===== src/assert_macros.svh =====
`ifndef ASSERT_MACROS_SVH
`define ASSERT_MACROS_SVH

// plain invariant, checked on every clock edge out of reset
`define SCC_ASSERT(lbl, expr, msg) \
  lbl: assert property (@(posedge clk) disable iff (!rst_n) (expr)) else $error(msg);

// antecedent in this cycle implies consequent in the next
`define SCC_ASSERT_NEXT(lbl, ante, cons, msg) \
  lbl: assert property (@(posedge clk) disable iff (!rst_n) (ante) |=> (cons)) else $error(msg);

`endif


===== src/scc_pkg.sv =====
`timescale 1ns / 1ps

package scc_pkg;

  // angle format and solenoid count are tied to the fixed field widths
  localparam int ANGLE_BITS = 14;
  localparam int SOLENOIDS  = 4;
  localparam int WINDOW_DEF = 50;

  localparam int RAW_W    = 12;
  localparam int CAL_W    = 14;
  localparam int THR_W    = 13;
  localparam int LEAD_W   = 12;
  localparam int PERIOD_W = 16;
  localparam int DIR_W    = 2;
  localparam int DATA_W   = 32;
  localparam int ADDR_W   = 5;

  localparam logic [THR_W-1:0]    SPIN_THR_RST   = THR_W'(22);
  localparam logic [LEAD_W-1:0]   LEAD_RST       = LEAD_W'(455);
  localparam logic [PERIOD_W-1:0] PWM_PERIOD_RST = PERIOD_W'(999);

  // pwm: floor(n * (period + 1) / 14742) by reciprocal multiply
  localparam int PWM_N_W      = 14;
  localparam int PWM_P1_W     = PERIOD_W + 1;
  localparam int PWM_PROD_W   = PWM_N_W + PWM_P1_W;
  localparam int PWM_DIV      = 14742;
  localparam int PWM_SH       = PWM_PROD_W + 14;
  localparam int PWM_RECIP_W  = 32;
  localparam int PWM_FULL_W   = PWM_PROD_W + PWM_RECIP_W;
  localparam int PWM_Q_W      = PWM_FULL_W - PWM_SH;
  localparam longint unsigned PWM_RECIP =
    ((64'd1 << PWM_SH) + PWM_DIV - 1) / PWM_DIV;
  localparam logic [PWM_N_W-1:0] PWM_OFS = PWM_N_W'(819);

  typedef enum logic [2:0] {
    REG_CAL0       = 3'd0,
    REG_CAL1       = 3'd1,
    REG_CAL2       = 3'd2,
    REG_CAL3       = 3'd3,
    REG_SPIN_THR   = 3'd4,
    REG_LEAD       = 3'd5,
    REG_PWM_PERIOD = 3'd6
  } reg_idx_t;

  typedef enum logic [DIR_W-1:0] {
    DIR_NONE = 2'd0,
    DIR_POS  = 2'd1,
    DIR_NEG  = 2'd2
  } dir_t;

  typedef struct packed {
    logic [SOLENOIDS-1:0][CAL_W-1:0] cal_angle;
    logic [THR_W-1:0]                spin_threshold;
    logic [LEAD_W-1:0]               lead_angle;
    logic [PERIOD_W-1:0]             pwm_period;
  } cfg_t;

  // item leaving the history stage
  typedef struct packed {
    logic [ANGLE_BITS-1:0] angle;
    logic [RAW_W-1:0]      raw;
    logic [ANGLE_BITS-1:0] oldest;
  } hist_t;

endpackage


===== src/scc_in_if.sv =====
`timescale 1ns / 1ps

interface scc_in_if;
  logic                            valid;
  logic                            ready;
  logic [scc_pkg::ANGLE_BITS-1:0]  shaft_angle;
  logic [scc_pkg::RAW_W-1:0]       throttle_raw;

  modport source (output valid, shaft_angle, throttle_raw, input ready);
  modport sink   (input valid, shaft_angle, throttle_raw, output ready);
endinterface


===== src/scc_out_if.sv =====
`timescale 1ns / 1ps

interface scc_out_if;
  logic                            valid;
  logic                            ready;
  logic [scc_pkg::SOLENOIDS-1:0]   solenoid_enables;
  logic [scc_pkg::DIR_W-1:0]       spin_dir;
  logic [scc_pkg::PERIOD_W-1:0]    pwm_compare;
  logic [scc_pkg::ANGLE_BITS-1:0]  predicted_angle;

  modport source (output valid, solenoid_enables, spin_dir, pwm_compare, predicted_angle,
                  input ready);
  modport sink   (input valid, solenoid_enables, spin_dir, pwm_compare, predicted_angle,
                  output ready);
endinterface


===== src/solenoid_commutation_controller.sv =====
`timescale 1ns / 1ps

// Solenoid commutation controller.
// in_ch carries one sensor tick per item: shaft_angle (16384 units per turn)
// and throttle_raw. out_ch returns one result item per tick: solenoid enables,
// spin direction, pwm compare value and the predicted next angle.
// Registers sit on an APB-style port at byte address 4*index: cal angles 0..3,
// then spin threshold, lead angle and pwm period; pready is always high.
// A result passes through registered stages in order: history read, window
// difference and products, prediction and pwm reciprocal product, result
// register. One item per cycle is sustained while out_ch is ready; the
// history RAM takes one write and one read per item, the two window products
// share the difference stage, the pwm reciprocal product the prediction stage.
// Reset clears the write pointer, the history valid bits (unwritten entries
// read as zero) and all registers to their defaults; in_ch.ready is low while
// reset is held. When out_ch stalls the result register holds its item and
// the stages behind it keep filling, so in_ch takes up to three more items
// before ready drops.
module solenoid_commutation_controller #(
  parameter int WINDOW = scc_pkg::WINDOW_DEF
) (
  input  logic                        clk,
  input  logic                        rst_n,
  scc_in_if.sink                      in_ch,
  scc_out_if.source                   out_ch,
  input  logic                        psel,
  input  logic                        penable,
  input  logic                        pwrite,
  input  logic [scc_pkg::ADDR_W-1:0]  paddr,
  input  logic [scc_pkg::DATA_W-1:0]  pwdata,
  output logic [scc_pkg::DATA_W-1:0]  prdata,
  output logic                        pready
);

  scc_pkg::cfg_t  cfg;
  scc_pkg::hist_t a_data;
  logic           a_valid;
  logic           a_ready;

  scc_cfg_regs u_cfg (
    .clk     (clk),
    .rst_n   (rst_n),
    .psel    (psel),
    .penable (penable),
    .pwrite  (pwrite),
    .paddr   (paddr),
    .pwdata  (pwdata),
    .prdata  (prdata),
    .pready  (pready),
    .cfg     (cfg)
  );

  scc_history #(.WINDOW(WINDOW)) u_hist (
    .clk     (clk),
    .rst_n   (rst_n),
    .in_ch   (in_ch),
    .a_ready (a_ready),
    .a_valid (a_valid),
    .a_data  (a_data)
  );

  scc_datapath #(.WINDOW(WINDOW)) u_dp (
    .clk     (clk),
    .rst_n   (rst_n),
    .cfg     (cfg),
    .a_valid (a_valid),
    .a_data  (a_data),
    .a_ready (a_ready),
    .out_ch  (out_ch)
  );

endmodule


===== src/scc_cfg_regs.sv =====
`timescale 1ns / 1ps

module scc_cfg_regs (
  input  logic                          clk,
  input  logic                          rst_n,
  input  logic                          psel,
  input  logic                          penable,
  input  logic                          pwrite,
  input  logic [scc_pkg::ADDR_W-1:0]    paddr,
  input  logic [scc_pkg::DATA_W-1:0]    pwdata,
  output logic [scc_pkg::DATA_W-1:0]    prdata,
  output logic                          pready,
  output scc_pkg::cfg_t                 cfg
);

  scc_pkg::cfg_t    cfg_r;
  scc_pkg::reg_idx_t idx;
  logic             wr_en;

  assign idx    = scc_pkg::reg_idx_t'(paddr[4:2]);
  assign wr_en  = psel && penable && pwrite;
  assign pready = 1'b1;
  assign cfg    = cfg_r;

  always_ff @(posedge clk) begin
    if (!rst_n) begin
      cfg_r.cal_angle      <= '0;
      cfg_r.spin_threshold <= scc_pkg::SPIN_THR_RST;
      cfg_r.lead_angle     <= scc_pkg::LEAD_RST;
      cfg_r.pwm_period     <= scc_pkg::PWM_PERIOD_RST;
    end else if (wr_en) begin
      unique case (idx) inside
        scc_pkg::REG_CAL0, scc_pkg::REG_CAL1, scc_pkg::REG_CAL2, scc_pkg::REG_CAL3: begin
          cfg_r.cal_angle[paddr[3:2]] <= pwdata[scc_pkg::CAL_W-1:0];
        end
        scc_pkg::REG_SPIN_THR:   cfg_r.spin_threshold <= pwdata[scc_pkg::THR_W-1:0];
        scc_pkg::REG_LEAD:       cfg_r.lead_angle     <= pwdata[scc_pkg::LEAD_W-1:0];
        scc_pkg::REG_PWM_PERIOD: cfg_r.pwm_period     <= pwdata[scc_pkg::PERIOD_W-1:0];
        default: ;
      endcase
    end
  end

  always_comb begin
    prdata = '0;
    unique case (idx) inside
      scc_pkg::REG_CAL0, scc_pkg::REG_CAL1, scc_pkg::REG_CAL2, scc_pkg::REG_CAL3: begin
        prdata = scc_pkg::DATA_W'(cfg_r.cal_angle[paddr[3:2]]);
      end
      scc_pkg::REG_SPIN_THR:   prdata = scc_pkg::DATA_W'(cfg_r.spin_threshold);
      scc_pkg::REG_LEAD:       prdata = scc_pkg::DATA_W'(cfg_r.lead_angle);
      scc_pkg::REG_PWM_PERIOD: prdata = scc_pkg::DATA_W'(cfg_r.pwm_period);
      default:                 prdata = '0;
    endcase
  end

endmodule


===== src/scc_history.sv =====
`timescale 1ns / 1ps
`include "assert_macros.svh"

module scc_history #(
  parameter int WINDOW = scc_pkg::WINDOW_DEF
) (
  input  logic            clk,
  input  logic            rst_n,
  scc_in_if.sink          in_ch,
  input  logic            a_ready,
  output logic            a_valid,
  output scc_pkg::hist_t  a_data
);

  localparam int A     = scc_pkg::ANGLE_BITS;
  localparam int PTR_W = $clog2(WINDOW);

  logic [A-1:0]       mem [WINDOW];
  logic [WINDOW-1:0]  hist_vld_r;
  logic [PTR_W-1:0]   wp_r;
  logic [PTR_W-1:0]   wp_nxt;
  logic               in_fire;

  logic                        a_valid_r;
  logic [A-1:0]                a_angle_r;
  logic [scc_pkg::RAW_W-1:0]   a_raw_r;
  logic [A-1:0]                a_old_r;
  logic                        a_old_ok_r;

  assign in_ch.ready = rst_n && (!a_valid_r || a_ready);
  assign in_fire     = in_ch.valid && in_ch.ready;

  // slot after the one being written holds the sample from WINDOW-1 items back
  assign wp_nxt = (wp_r == PTR_W'(WINDOW - 1)) ? '0 : wp_r + 1'b1;

  always_ff @(posedge clk) begin
    if (in_fire) begin
      mem[wp_r]  <= in_ch.shaft_angle;
      a_old_r    <= mem[wp_nxt];
      a_old_ok_r <= hist_vld_r[wp_nxt];
      a_angle_r  <= in_ch.shaft_angle;
      a_raw_r    <= in_ch.throttle_raw;
    end
  end

  always_ff @(posedge clk) begin
    if (!rst_n) begin
      wp_r       <= '0;
      hist_vld_r <= '0;
      a_valid_r  <= 1'b0;
    end else begin
      if (in_fire) begin
        wp_r             <= wp_nxt;
        hist_vld_r[wp_r] <= 1'b1;
      end
      if (!a_valid_r || a_ready) begin
        a_valid_r <= in_fire;
      end
    end
  end

  assign a_valid       = a_valid_r;
  assign a_data.angle  = a_angle_r;
  assign a_data.raw    = a_raw_r;
  // never-written entries read as the reset value zero
  assign a_data.oldest = a_old_ok_r ? a_old_r : '0;

  `SCC_ASSERT(a_ptr_in_range, wp_r <= PTR_W'(WINDOW - 1), "write pointer out of range")
  `SCC_ASSERT(a_rd_ne_wr, wp_nxt != wp_r, "history read and write collide")
  `SCC_ASSERT_NEXT(a_fire_loads, in_fire, a_valid_r, "accepted item lost in history stage")

endmodule


===== src/scc_datapath.sv =====
`timescale 1ns / 1ps
`include "assert_macros.svh"

module scc_datapath #(
  parameter int WINDOW = scc_pkg::WINDOW_DEF
) (
  input  logic            clk,
  input  logic            rst_n,
  input  scc_pkg::cfg_t   cfg,
  input  logic            a_valid,
  input  scc_pkg::hist_t  a_data,
  output logic            a_ready,
  scc_out_if.source       out_ch
);

  localparam int A  = scc_pkg::ANGLE_BITS;
  localparam int S  = scc_pkg::SOLENOIDS;
  localparam int DW = A + 2;
  localparam logic signed [DW-1:0] HALF_S = DW'(1 << (A - 1));
  localparam logic signed [DW-1:0] TURN_S = DW'(1 << A);

  // diff / (WINDOW-1) truncated, by reciprocal multiply on the magnitude
  localparam int DIV_D  = WINDOW - 1;
  localparam int DIV_SH = A + $clog2(DIV_D);
  localparam longint unsigned DIV_RECIP = ((64'd1 << DIV_SH) + DIV_D - 1) / DIV_D;
  localparam int PW = 2 * A + 1;

  function automatic logic signed [DW-1:0] wrap_diff(input logic signed [DW-1:0] d);
    logic signed [DW-1:0] r;
    r = d;
    if (r > HALF_S) r = r - TURN_S;
    if (r < -HALF_S) r = r + TURN_S;
    return r;
  endfunction

  logic b_ready, c_ready, d_ready;

  // stage b: window difference, direction, first products
  logic signed [DW-1:0]                 diff;
  logic signed [DW-1:0]                 mag;
  logic signed [DW-1:0]                 thr_s;
  scc_pkg::dir_t                        dir_nxt;
  logic [PW-1:0]                        div_nxt;
  logic [scc_pkg::PWM_N_W-1:0]          n4;
  logic [scc_pkg::PWM_N_W-1:0]          n_val;
  logic [scc_pkg::PWM_P1_W-1:0]         p1;
  logic [scc_pkg::PWM_PROD_W-1:0]       pwm_nxt;

  logic                                 b_valid_r;
  logic [A-1:0]                         b_angle_r;
  logic                                 b_neg_r;
  logic [PW-1:0]                        b_div_r;
  scc_pkg::dir_t                        b_dir_r;
  logic [scc_pkg::PWM_PROD_W-1:0]       b_pwm_r;

  always_comb begin
    diff    = wrap_diff($signed({2'b00, a_data.angle}) - $signed({2'b00, a_data.oldest}));
    mag     = diff[DW-1] ? -diff : diff;
    div_nxt = PW'(mag[A-1:0]) * PW'(DIV_RECIP);
    thr_s   = $signed(DW'(cfg.spin_threshold));
    if (diff > thr_s)       dir_nxt = scc_pkg::DIR_POS;
    else if (diff < -thr_s) dir_nxt = scc_pkg::DIR_NEG;
    else                    dir_nxt = scc_pkg::DIR_NONE;
    n4    = {a_data.raw, 2'b00};
    n_val = n4 - scc_pkg::PWM_OFS;
    p1    = {1'b0, cfg.pwm_period} + 1'b1;
    // zero throttle share or no spin gives compare zero
    if (n4 > scc_pkg::PWM_OFS && dir_nxt != scc_pkg::DIR_NONE) begin
      pwm_nxt = scc_pkg::PWM_PROD_W'(n_val) * scc_pkg::PWM_PROD_W'(p1);
    end else begin
      pwm_nxt = '0;
    end
  end

  assign b_ready = !b_valid_r || c_ready;
  assign a_ready = b_ready;

  always_ff @(posedge clk) begin
    if (!rst_n) begin
      b_valid_r <= 1'b0;
    end else if (b_ready) begin
      b_valid_r <= a_valid;
      if (a_valid) begin
        b_angle_r <= a_data.angle;
        b_neg_r   <= diff[DW-1];
        b_div_r   <= div_nxt;
        b_dir_r   <= dir_nxt;
        b_pwm_r   <= pwm_nxt;
      end
    end
  end

  // stage c: predicted angle, pwm reciprocal product
  logic [A-1:0]                   q;
  logic [A-1:0]                   step;
  logic [A-1:0]                   pred_nxt;
  logic [scc_pkg::PWM_FULL_W-1:0] pwm_full_nxt;

  logic                           c_valid_r;
  logic [A-1:0]                   c_pred_r;
  scc_pkg::dir_t                  c_dir_r;
  logic [scc_pkg::PWM_FULL_W-1:0] c_pwm_r;

  always_comb begin
    q            = A'(b_div_r >> DIV_SH);
    step         = b_neg_r ? (~q + 1'b1) : q;
    pred_nxt     = b_angle_r + step;
    pwm_full_nxt = scc_pkg::PWM_FULL_W'(b_pwm_r) * scc_pkg::PWM_FULL_W'(scc_pkg::PWM_RECIP);
  end

  assign c_ready = !c_valid_r || d_ready;

  always_ff @(posedge clk) begin
    if (!rst_n) begin
      c_valid_r <= 1'b0;
    end else if (c_ready) begin
      c_valid_r <= b_valid_r;
      if (b_valid_r) begin
        c_pred_r <= pred_nxt;
        c_dir_r  <= b_dir_r;
        c_pwm_r  <= pwm_full_nxt;
      end
    end
  end

  // stage d: energise windows, pwm clamp, result register
  logic signed [DW-1:0]          lead_s;
  logic signed [DW-1:0]          hml;
  logic signed [DW-1:0]          rel [S];
  logic [S-1:0]                  en_nxt;
  logic [scc_pkg::PWM_Q_W-1:0]   cq;
  logic [scc_pkg::PERIOD_W-1:0]  cmp_nxt;

  logic                          d_valid_r;
  logic [S-1:0]                  d_en_r;
  scc_pkg::dir_t                 d_dir_r;
  logic [scc_pkg::PERIOD_W-1:0]  d_cmp_r;
  logic [A-1:0]                  d_pred_r;

  always_comb begin
    lead_s = $signed(DW'(cfg.lead_angle));
    hml    = HALF_S - lead_s;
    for (int i = 0; i < S; i++) begin
      rel[i] = wrap_diff($signed({2'b00, c_pred_r}) -
                         $signed({2'b00, A'(cfg.cal_angle[i])}));
      case (c_dir_r)
        scc_pkg::DIR_POS: en_nxt[i] = (rel[i] > -hml) && (rel[i] < -lead_s);
        scc_pkg::DIR_NEG: en_nxt[i] = (rel[i] > lead_s) && (rel[i] < hml);
        default:          en_nxt[i] = 1'b0;
      endcase
    end
    cq = scc_pkg::PWM_Q_W'(c_pwm_r >> scc_pkg::PWM_SH);
    if (cq > scc_pkg::PWM_Q_W'(cfg.pwm_period)) cmp_nxt = cfg.pwm_period;
    else                                         cmp_nxt = cq[scc_pkg::PERIOD_W-1:0];
  end

  assign d_ready = !d_valid_r || out_ch.ready;

  always_ff @(posedge clk) begin
    if (!rst_n) begin
      d_valid_r <= 1'b0;
    end else if (d_ready) begin
      d_valid_r <= c_valid_r;
      if (c_valid_r) begin
        d_en_r   <= en_nxt;
        d_dir_r  <= c_dir_r;
        d_cmp_r  <= cmp_nxt;
        d_pred_r <= c_pred_r;
      end
    end
  end

  assign out_ch.valid            = d_valid_r;
  assign out_ch.solenoid_enables = d_en_r;
  assign out_ch.spin_dir         = d_dir_r;
  assign out_ch.pwm_compare      = d_cmp_r;
  assign out_ch.predicted_angle  = d_pred_r;

  `SCC_ASSERT(a_cmp_le_period, !d_valid_r || (d_cmp_r <= cfg.pwm_period),
              "pwm compare above period")
  `SCC_ASSERT(a_nospin_quiet,
              !d_valid_r || (d_dir_r != scc_pkg::DIR_NONE) || (d_en_r == '0 && d_cmp_r == '0),
              "output active without spin")

endmodule


===== src/flat_wrapper.sv =====
// flat-port wrapper written by rule: the top's interface ports become plain ports
module solenoid_commutation_controller_flat 
#(
  parameter int WINDOW = scc_pkg::WINDOW_DEF
)
  (clk, rst_n, psel, penable, pwrite, paddr, pwdata, prdata, pready, in_ch_valid, in_ch_shaft_angle, in_ch_throttle_raw, in_ch_ready, out_ch_valid, out_ch_solenoid_enables, out_ch_spin_dir, out_ch_pwm_compare, out_ch_predicted_angle, out_ch_ready);
  scc_in_if in_ch_i ();
  scc_out_if out_ch_i ();
  input  logic clk;
  input  logic rst_n;
  input  logic psel;
  input  logic penable;
  input  logic pwrite;
  input  logic [scc_pkg::ADDR_W-1:0] paddr;
  input  logic [scc_pkg::DATA_W-1:0] pwdata;
  output logic [scc_pkg::DATA_W-1:0] prdata;
  output logic pready;
  input wire logic [$bits(in_ch_i.valid)-1:0] in_ch_valid;
  input wire logic [$bits(in_ch_i.shaft_angle)-1:0] in_ch_shaft_angle;
  input wire logic [$bits(in_ch_i.throttle_raw)-1:0] in_ch_throttle_raw;
  output wire logic [$bits(in_ch_i.ready)-1:0] in_ch_ready;
  output wire logic [$bits(out_ch_i.valid)-1:0] out_ch_valid;
  output wire logic [$bits(out_ch_i.solenoid_enables)-1:0] out_ch_solenoid_enables;
  output wire logic [$bits(out_ch_i.spin_dir)-1:0] out_ch_spin_dir;
  output wire logic [$bits(out_ch_i.pwm_compare)-1:0] out_ch_pwm_compare;
  output wire logic [$bits(out_ch_i.predicted_angle)-1:0] out_ch_predicted_angle;
  input wire logic [$bits(out_ch_i.ready)-1:0] out_ch_ready;
  assign in_ch_i.valid = in_ch_valid;
  assign in_ch_i.shaft_angle = in_ch_shaft_angle;
  assign in_ch_i.throttle_raw = in_ch_throttle_raw;
  assign in_ch_ready = in_ch_i.ready;
  assign out_ch_valid = out_ch_i.valid;
  assign out_ch_solenoid_enables = out_ch_i.solenoid_enables;
  assign out_ch_spin_dir = out_ch_i.spin_dir;
  assign out_ch_pwm_compare = out_ch_i.pwm_compare;
  assign out_ch_predicted_angle = out_ch_i.predicted_angle;
  assign out_ch_i.ready = out_ch_ready;
  solenoid_commutation_controller #(.WINDOW(WINDOW)) u_core (.clk(clk), .rst_n(rst_n), .in_ch(in_ch_i), .out_ch(out_ch_i), .psel(psel), .penable(penable), .pwrite(pwrite), .paddr(paddr), .pwdata(pwdata), .prdata(prdata), .pready(pready));
endmodule

===== config.mk =====
export PLATFORM = sky130hd
export DESIGN_NAME = solenoid_commutation_controller_flat
export DESIGN_NICKNAME = d
export VERILOG_FILES = /design/src/scc_pkg.sv /design/src/scc_in_if.sv /design/src/scc_out_if.sv /design/src/solenoid_commutation_controller.sv /design/src/scc_cfg_regs.sv /design/src/scc_history.sv /design/src/scc_datapath.sv /design/src/flat_wrapper.sv
export VERILOG_INCLUDE_DIRS = /design/src /design/src/src
export SDC_FILE = /design/constraint.sdc
export NUM_CORES = 2
export LEC_CHECK = 0
export BUFFER_PORTS_ARGS = -buffer_cell sky130_fd_sc_hd__buf_4
export CAP_MARGIN = 5
export CORE_MARGIN = 2
export CORE_UTILIZATION = 59
export CTS_CLUSTER_SIZE = 10
export DETAILED_ROUTE_END_ITERATION = 10
export MAX_ROUTING_LAYER = met4
export PLACE_DENSITY = 0.81
export SYNTH_ARGS = -nofsm -noshare
export SYNTH_HDL_FRONTEND = slang
export SYNTH_SLANG_ARGS = --single-unit
export TNS_END_PERCENT = 10

===== constraint.sdc =====
create_clock -name clk -period 7.6 [get_ports clk]
set_input_delay 1.9 -clock clk [delete_from_list [all_inputs] [get_ports clk]]
set_output_delay 1.9 -clock clk [all_outputs]
set_load 0.02 [all_outputs]

Yosys cells after proc, flatten, opt, wreduce, memory -nomap -nowiden
Memories as Yosys holds them, arrays and structs flattened. A register that Yosys moved wholly into a read port is not among the register bits.
Cells that the tools add are included.
{"block": "word_totals", "register_bits": 373, "mem_bits_rw": 700, "output_inout_bits": 71, "wordCells": 169, "memories": 1}
{"name": "u_core.u_hist.mem", "depth": 50, "word_bits": 14, "read_ports": 1, "rd_clocked_by_memory_dff": 1, "wr": 1, "line": "scc_history.sv:18", "rtl": "logic [A-1:0] mem [WINDOW];"}
{"block": "classes", "n_addsub": 25, "mul": 3, "n_lt_le_gt_ge": 35, "eq_ne": 9, "mux": 33, "bitwise_logic": 2, "n_reduce_logical": 33}
{"operator": "$mux 16", "n": 11}
{"operator": "$add 16x16->16 const B", "n": 5}
{"operator": "$lt 16x14->1 const B", "n": 5}
{"operator": "$lt 16x16->1", "n": 5}
{"operator": "$sub 14x14->15", "n": 5}
{"operator": "$mux 14", "n": 5}
{"operator": "$gt 16x13->1", "n": 4}
{"operator": "$gt 16x16->1", "n": 4}
{"operator": "$lt 16x15->1", "n": 4}
{"operator": "$pmux 16 s4", "n": 1}
{"operator": "$sub 15x16->16 const B", "n": 4}
{"operator": "$mul 31x32->63 const B", "n": 1}
{"operator": "$gt 15x15->1 const B", "n": 4}
{"operator": "$bwmux 56", "n": 1}
{"operator": "$or 50x50->50", "n": 1}
{"operator": "$mul 14x17->31", "n": 1}
{"operator": "$bmux 14 s2", "n": 1}
{"operator": "$demux 14 s2", "n": 1}
{"operator": "$mul 14x12->26 const B", "n": 1}
{"operator": "$gt 18x16->1", "n": 1}
{"operator": "$add 16x1->17 const B", "n": 1}
{"operator": "$gt 16x14->1", "n": 1}
{"operator": "$gt 16x15->1 const B", "n": 1}
{"operator": "$neg 12->16", "n": 1}
{"operator": "35 further kinds", "n": 71}

Longest topological paths before layout
{"block": "depth", "word_depth": 11, "mapped_depth": 35, "depth_no_buf": 34}

Modules after synthesis
From an unflattened synthesis, not the netlist that was laid out.
{"block": "unflattened", "hier_cells": 6870, "area_unflattened_um2": 75927.8}
{"module": "scc_datapath", "instances": 1, "cells_each": 4213, "area_per_inst_um2": 39728.1, "seq_area_each_um2": 3873.7}
{"module": "scc_history", "instances": 1, "cells_each": 2185, "area_per_inst_um2": 31636.6, "seq_area_each_um2": 23392.4}
{"module": "scc_cfg_regs", "instances": 1, "cells_each": 472, "area_per_inst_um2": 4563.1, "seq_area_each_um2": 1941.9}

Worst setup path after synthesis
No wires, ideal clock.
{"block": "synth_path", "path_type": "register to register", "start": "register u_core.u_hist.a_old_ok_r", "end": "register u_core.u_dp.b_div_r[28], data pin", "setup_ns": 0.260, "t_arrival_ns": 7.617, "required_time_ns": 7.340, "slack_ns": -0.276, "path_stages_with_launch": 32, "n_path_buf": 2, "synth_period_minus_slack_ns": 7.876, "path_cell_list": "edfxtp_1 clkbuf_1 nand2_1 fa_1 a21o_1 a21o_1 a2111oi_2 o21ai_1 xor2_1 nor3_4 nand4b_1 o41a_1 buf_2 o21ai_0 ha_1 inv_1 fa_1 inv_1 fa_1 fa_1 fa_1 ha_1 o21a_1 o21ai_0 a21o_1 o41ai_1 o41a_1 nand4_1 a31oi_1 a21oi_1 o21bai_1 xnor2_1"}
{"item": "start: declaration", "line": "scc_history.sv:28", "rtl": "logic a_old_ok_r;"}
{"item": "start signal: assignment", "line": "scc_history.sv:40", "rtl": "a_old_ok_r <= hist_vld_r[wp_nxt];"}
{"item": "$mux 14 *", "line": "scc_history.sv:66", "rtl": "assign a_data.oldest = a_old_ok_r ? a_old_r : '0;"}
{"item": "$sub 14x14->15 *", "line": "scc_datapath.sv:57", "rtl": "diff = wrap_diff($signed({2'b00, a_data.angle}) - $signed({2'b00, a_data.oldest}));"}
{"item": "$sub 16x16->16 / $gt 16x15->1 (equally long branches)", "line": "scc_datapath.sv:31", "rtl": "if (r > HALF_S) r = r - TURN_S;"}
{"item": "$mux 16 *", "line": "scc_datapath.sv:31"}
{"item": "$add 16x16->16 / $lt 16x14->1 (equally long branches)", "line": "scc_datapath.sv:32", "rtl": "if (r < -HALF_S) r = r + TURN_S;"}
{"item": "$mux 16 *", "line": "scc_datapath.sv:32"}
{"item": "net u_core.u_dp.diff[15]", "line": "scc_datapath.sv:39", "rtl": "logic signed [DW-1:0] diff;"}
{"item": "$mux 14 *", "line": "scc_datapath.sv:58", "rtl": "mag = diff[DW-1] ? -diff : diff;"}
{"item": "$mul 14x12->26 *", "line": "scc_datapath.sv:59", "rtl": "div_nxt = PW'(mag[A-1:0]) * PW'(DIV_RECIP);"}
{"item": "net u_core.u_dp.div_nxt[28]", "line": "scc_datapath.sv:43", "rtl": "logic [PW-1:0] div_nxt;"}
{"item": "end signal: assignment", "line": "scc_datapath.sv:86", "rtl": "b_div_r <= div_nxt;"}
{"item": "end: declaration", "line": "scc_datapath.sv:52", "rtl": "logic [PW-1:0] b_div_r;"}
The timed path passes the listed nets; every way through them passes the cells marked *.
A chain may end at the register's enable or synchronous reset.

Worst setup path after layout
{"block": "layout_path", "start": "register u_core.u_hist.a_old_ok_r", "end": "register u_core.u_dp.b_div_r[28], data pin"}
{"block": "layout_between", "elab_chain_cells": 9}
{"item": "$mux 14 *", "line": "scc_history.sv:66"}
{"item": "$sub 14x14->15 *", "line": "scc_datapath.sv:57"}
{"item": "$sub 16x16->16 / $gt 16x15->1 (equally long branches)", "line": "scc_datapath.sv:31"}
{"item": "$mux 16 *", "line": "scc_datapath.sv:31"}
{"item": "$add 16x16->16 / $lt 16x14->1 (equally long branches)", "line": "scc_datapath.sv:32"}
{"item": "$mux 16 *", "line": "scc_datapath.sv:32"}
{"item": "$neg 14->14", "line": "scc_datapath.sv:58"}
{"item": "$mux 14 *", "line": "scc_datapath.sv:58"}
{"item": "$mul 14x12->26 *", "line": "scc_datapath.sv:59"}
{"item": "net u_core.u_dp.div_nxt[28]", "line": "scc_datapath.sv:43"}
Marks and branches as above.

==> flow_summary.toml <==
[global_route]
grt_max_degree = 113
first_global_vias = 54000
grt_pass1_wl_um = 317000
antenna_found_initial = 7
grt_overflow = 0
grt_use_total_pct = 32.8

[floorplan]
io_pins = 141
num_rows = 130
die_h_um = 360
die_w_um = 360
coreArea_mm2 = 0.126
start_util_pct = 59.5
dieArea_mm2 = 0.129

[detailed_routing]
drt_wl_total_um = 204000
wl_met2_um = 97100
wl_met1_um = 80200
top_layer = "met4"
routed_via_density = 6.12
dr_wl_met3_um = 18200
drt_iter0_drc = 5629
ant_nets = 0
dr.pass1.iters = 6
route.detailed.drc = 0
wire_per_inst_um = 23.5
vias = 53200

[yosys]
synth_top_family_by_area = "adder cells"
avgSynthCellArea_um2 = 11.4
synth.area.mux_share_pct = 3.57
synth_area_mm2 = 0.0747
synth_area_leader_cell = "edfxtp_1"
synth-seq-area-share_pct = 39.1
synth-compound-area-share_pct = 10.3
synthXorXnorAreaFrac_pct = 2.28
synthAdderAreaFrac_pct = 29.8
yosysTopAreaCellShare_pct = 34.9
synth.top_cells.by_area = "edfxtp_1 35%, fa_1 15%, ha_1 15%"
synth_edf_count = 868
yosys.area_share.simple_pct = 8.74
synth-seq-cells = 1025
ys_warn_count = 0
postSynthCellCount = 6552
ys.flop_type = "edfxtp_1"
synth_cell_types = 81
synthArstFlopShare_pct = 0

[min_path]
hold_path_class = "reg -> reg"

[clock_tree]
htreeDepth = 3
hold_buffers = 0
clock_latency_ns = 0.77
cts.clk_slew.worst_paths_ns = 0.06
cts.sinks = 1025
cts_tree = "yes"
numCtsBuffers = 116
cts_buffer_depth = 3
cts-root-buf = "clkbuf_16"

[status]
violations = "negative setup slack"
outcome = "complete, but fails checks"

[sta]
setup_viol = 11
clock_skew_ns = 0.0945
fmax_ghz = 0.127
hold_viol = 0
setup_slack_ns = -0.244
min_period_ns = 7.84
fin_crit_sh_pct = 103
max_slew_margin_pct = 12.4
tightest_slew_ns = 1.31
slew_violations = 0
rsz0062_at_grt = "yes"

[setup_path]
critPathRequiredTime_ns = 8.02
cp_max_fo = 13
arrival_ns = 8.27
start_kind = "flip-flop"
cp.buffers_inverters = 5
critPathSlowestCell = "fa_1"
critical-path-top-delay-family = "adder cells"
cpMostUsedCell = "fa_1"
worstSetupEndpointType = "flip-flop"
path_class = "reg -> reg"
cpPeakStageDelay_ns = 0.57

[layout]
multiInputGateArea_mm2 = 0.0414
fillers = 9065
layout-drive-gt1-share_pct = 11.7
final_nets = 8448
syn2layout_area_growth_pct = 11.8
seqCellArea_mm2 = 0.0292

[run]
drv_cap = 0

[place]
dp_hpwl_um = 149000
dp_slack_ns = -0.660
gp_congestion = 1.02
portBuffers = 105
## logic make-up after synthesis
kind of cell    Yosys count
compound gates         1138
mux                     152
buf+inv                1198
xor+xnor                194
simple gates           1399
fa+ha+maj              1444
flops                  1025
other cells               2
## metal layers
layer | vias to the layer above | track usage [%]
li1 | 23700 | -
met1 | 26200 | 43.5
met2 | 2768 | 51.9
met3 | 490 | 5.00
met4 | 0 | 11.4
met5 | - | -
## registers in the layout, indices dropped and copies added (netlist names), 2 cells and up
name / cells
u_core.u_dp.c_pwm_r: 18
u_core.u_dp.c_pred_r: 14
u_core.u_dp.out_ch.spin_dir: 2
u_core.u_dp.b_pwm_r: 31
u_core.u_hist.a_angle_r: 14
u_core.u_dp.out_ch.pwm_compare: 16
u_core.u_hist.a_raw_r: 12
u_core.u_dp.out_ch.solenoid_enables: 4
u_core.u_dp.b_angle_r: 14
u_core.u_cfg.cfg: 97
u_core.u_dp.out_ch.predicted_angle: 14
u_core.u_dp.b_div_r: 9
u_core.u_dp.b_dir_r: 2
u_core.u_hist.wp_r: 6
u_core.u_dp.c_dir_r: 2
u_core.u_hist.hist_vld_r: 50
u_core.u_hist.a_old_r: 14
u_core.u_hist.mem: 700
## cells in the mapped netlist, types with 100 or more instances
cell type and instances:
a211oi_1 100, a21oi_1 210, clkbuf_1 187, dfxtp_1 157
edfxtp_1 868, fa_1 560, ha_1 884, inv_1 962
nand2_1 610, nor2_1 249, o21a_1 102, o21ai_0 169
xnor2_1 137
## layout by cell type (no fill, tap or decap), types with 14 or more instances in the layout
| master | instances |
|---|---|
| or2_2 | 18 |
| a211oi_1 | 99 |
| mux2i_1 | 45 |
| and3_1 | 24 |
| o21ai_0 | 158 |
| nand2b_1 | 56 |
| a311oi_1 | 74 |
| a21oi_1 | 204 |
| nor2_1 | 227 |
| xnor2_1 | 129 |
| ha_1 | 880 |
| mux2_2 | 16 |
| edfxtp_1 | 868 |
| mux4_2 | 90 |
| o21bai_1 | 18 |
| nand2_1 | 610 |
| o22ai_1 | 90 |
| dfxtp_1 | 156 |
| buf_4 | 468 |
| nor2_2 | 19 |
| and2_1 | 69 |
| nor2b_1 | 78 |
| a31oi_1 | 29 |
| a21o_1 | 96 |
| fa_1 | 556 |
| o21a_1 | 101 |
| nor3_1 | 56 |
| a21boi_0 | 91 |
| clkbuf_1 | 81 |
| xor2_1 | 55 |
| clkbuf_16 | 116 |
| nand4_1 | 45 |
| conb_1 | 25 |
| inv_1 | 962 |
| or3_1 | 29 |
| nand3_1 | 90 |
| o221ai_1 | 36 |
| nor4_1 | 14 |
| o211ai_1 | 29 |
## per-stage QoR
| stage | util (%) | setup TNS (ns) | area, um2 | hold slack (ns) | instances |
|---|---|---|---|---|---|
| finish | 66.4 | -1.43 | 83400 | 0.422 | 8684 |
| floorplan | - | -0.189 | 74800 | 0.400 | 6575 |
| global placement | 63.4 | -3.44 | 79600 | 0.417 | 8454 |
| detailed placement | 63.4 | -5.03 | 79600 | 0.411 | 8454 |
| CTS | 66.4 | -0.981 | 83300 | 0.425 | 8679 |
| global route | 66.4 | -6.61 | 83400 | 0.434 | 8684 |
## worst register-to-register path: cells and delay by family (launching register included)
| kind | cells | cell delay [ns] |
|---|---|---|
| AND/OR/NAND/NOR | 6 | 0.87 |
| AO/OA/AOI/OAI | 13 | 2.70 |
| XOR/XNOR | 2 | 0.27 |
| flip-flops | 1 | 0.34 |
| adder cells (fa/ha/maj) | 7 | 2.76 |
| buffers and inverters | 5 | 0.61 |
## area by class of cell
type	instances	area share, %
diodes	3	0.00900
clock buffers	202	3.93
clock inverters	13	0.319
inverters	968	4.35
multi-input cells	4352	49.6
flip-flops and latches	1025	35.0
well taps	1650	2.47
repair buffers	471	4.27
## what timing repair did
action	in CTS	in global routing
cloned	0	0
setup endpoints to repair	20	28
buffers inserted	10	2
resized for setup	34	21
pin swaps	27	6
## final timing paths
| kind | depth (start not counted) | slack (ns) | startpoint | end |
|---|---|---|---|---|
| max | 33 | -0.24 | u_core.u_hist.a_old_ok_r | u_core.u_dp.b_div_r[28] |
| min | 0 | 0.42 | u_core.u_dp.b_dir_r[0] | u_core.u_dp.c_dir_r[0] |
| max reg2reg | 33 | -0.24 | u_core.u_hist.a_old_ok_r | u_core.u_dp.b_div_r[28] |
| min reg2reg | 0 | 0.42 | u_core.u_dp.b_dir_r[0] | u_core.u_dp.c_dir_r[0] |
Power is left out: the tool's default activity adds up to more than one toggle a clock period on the data nets, which glitch-free logic cannot reach.
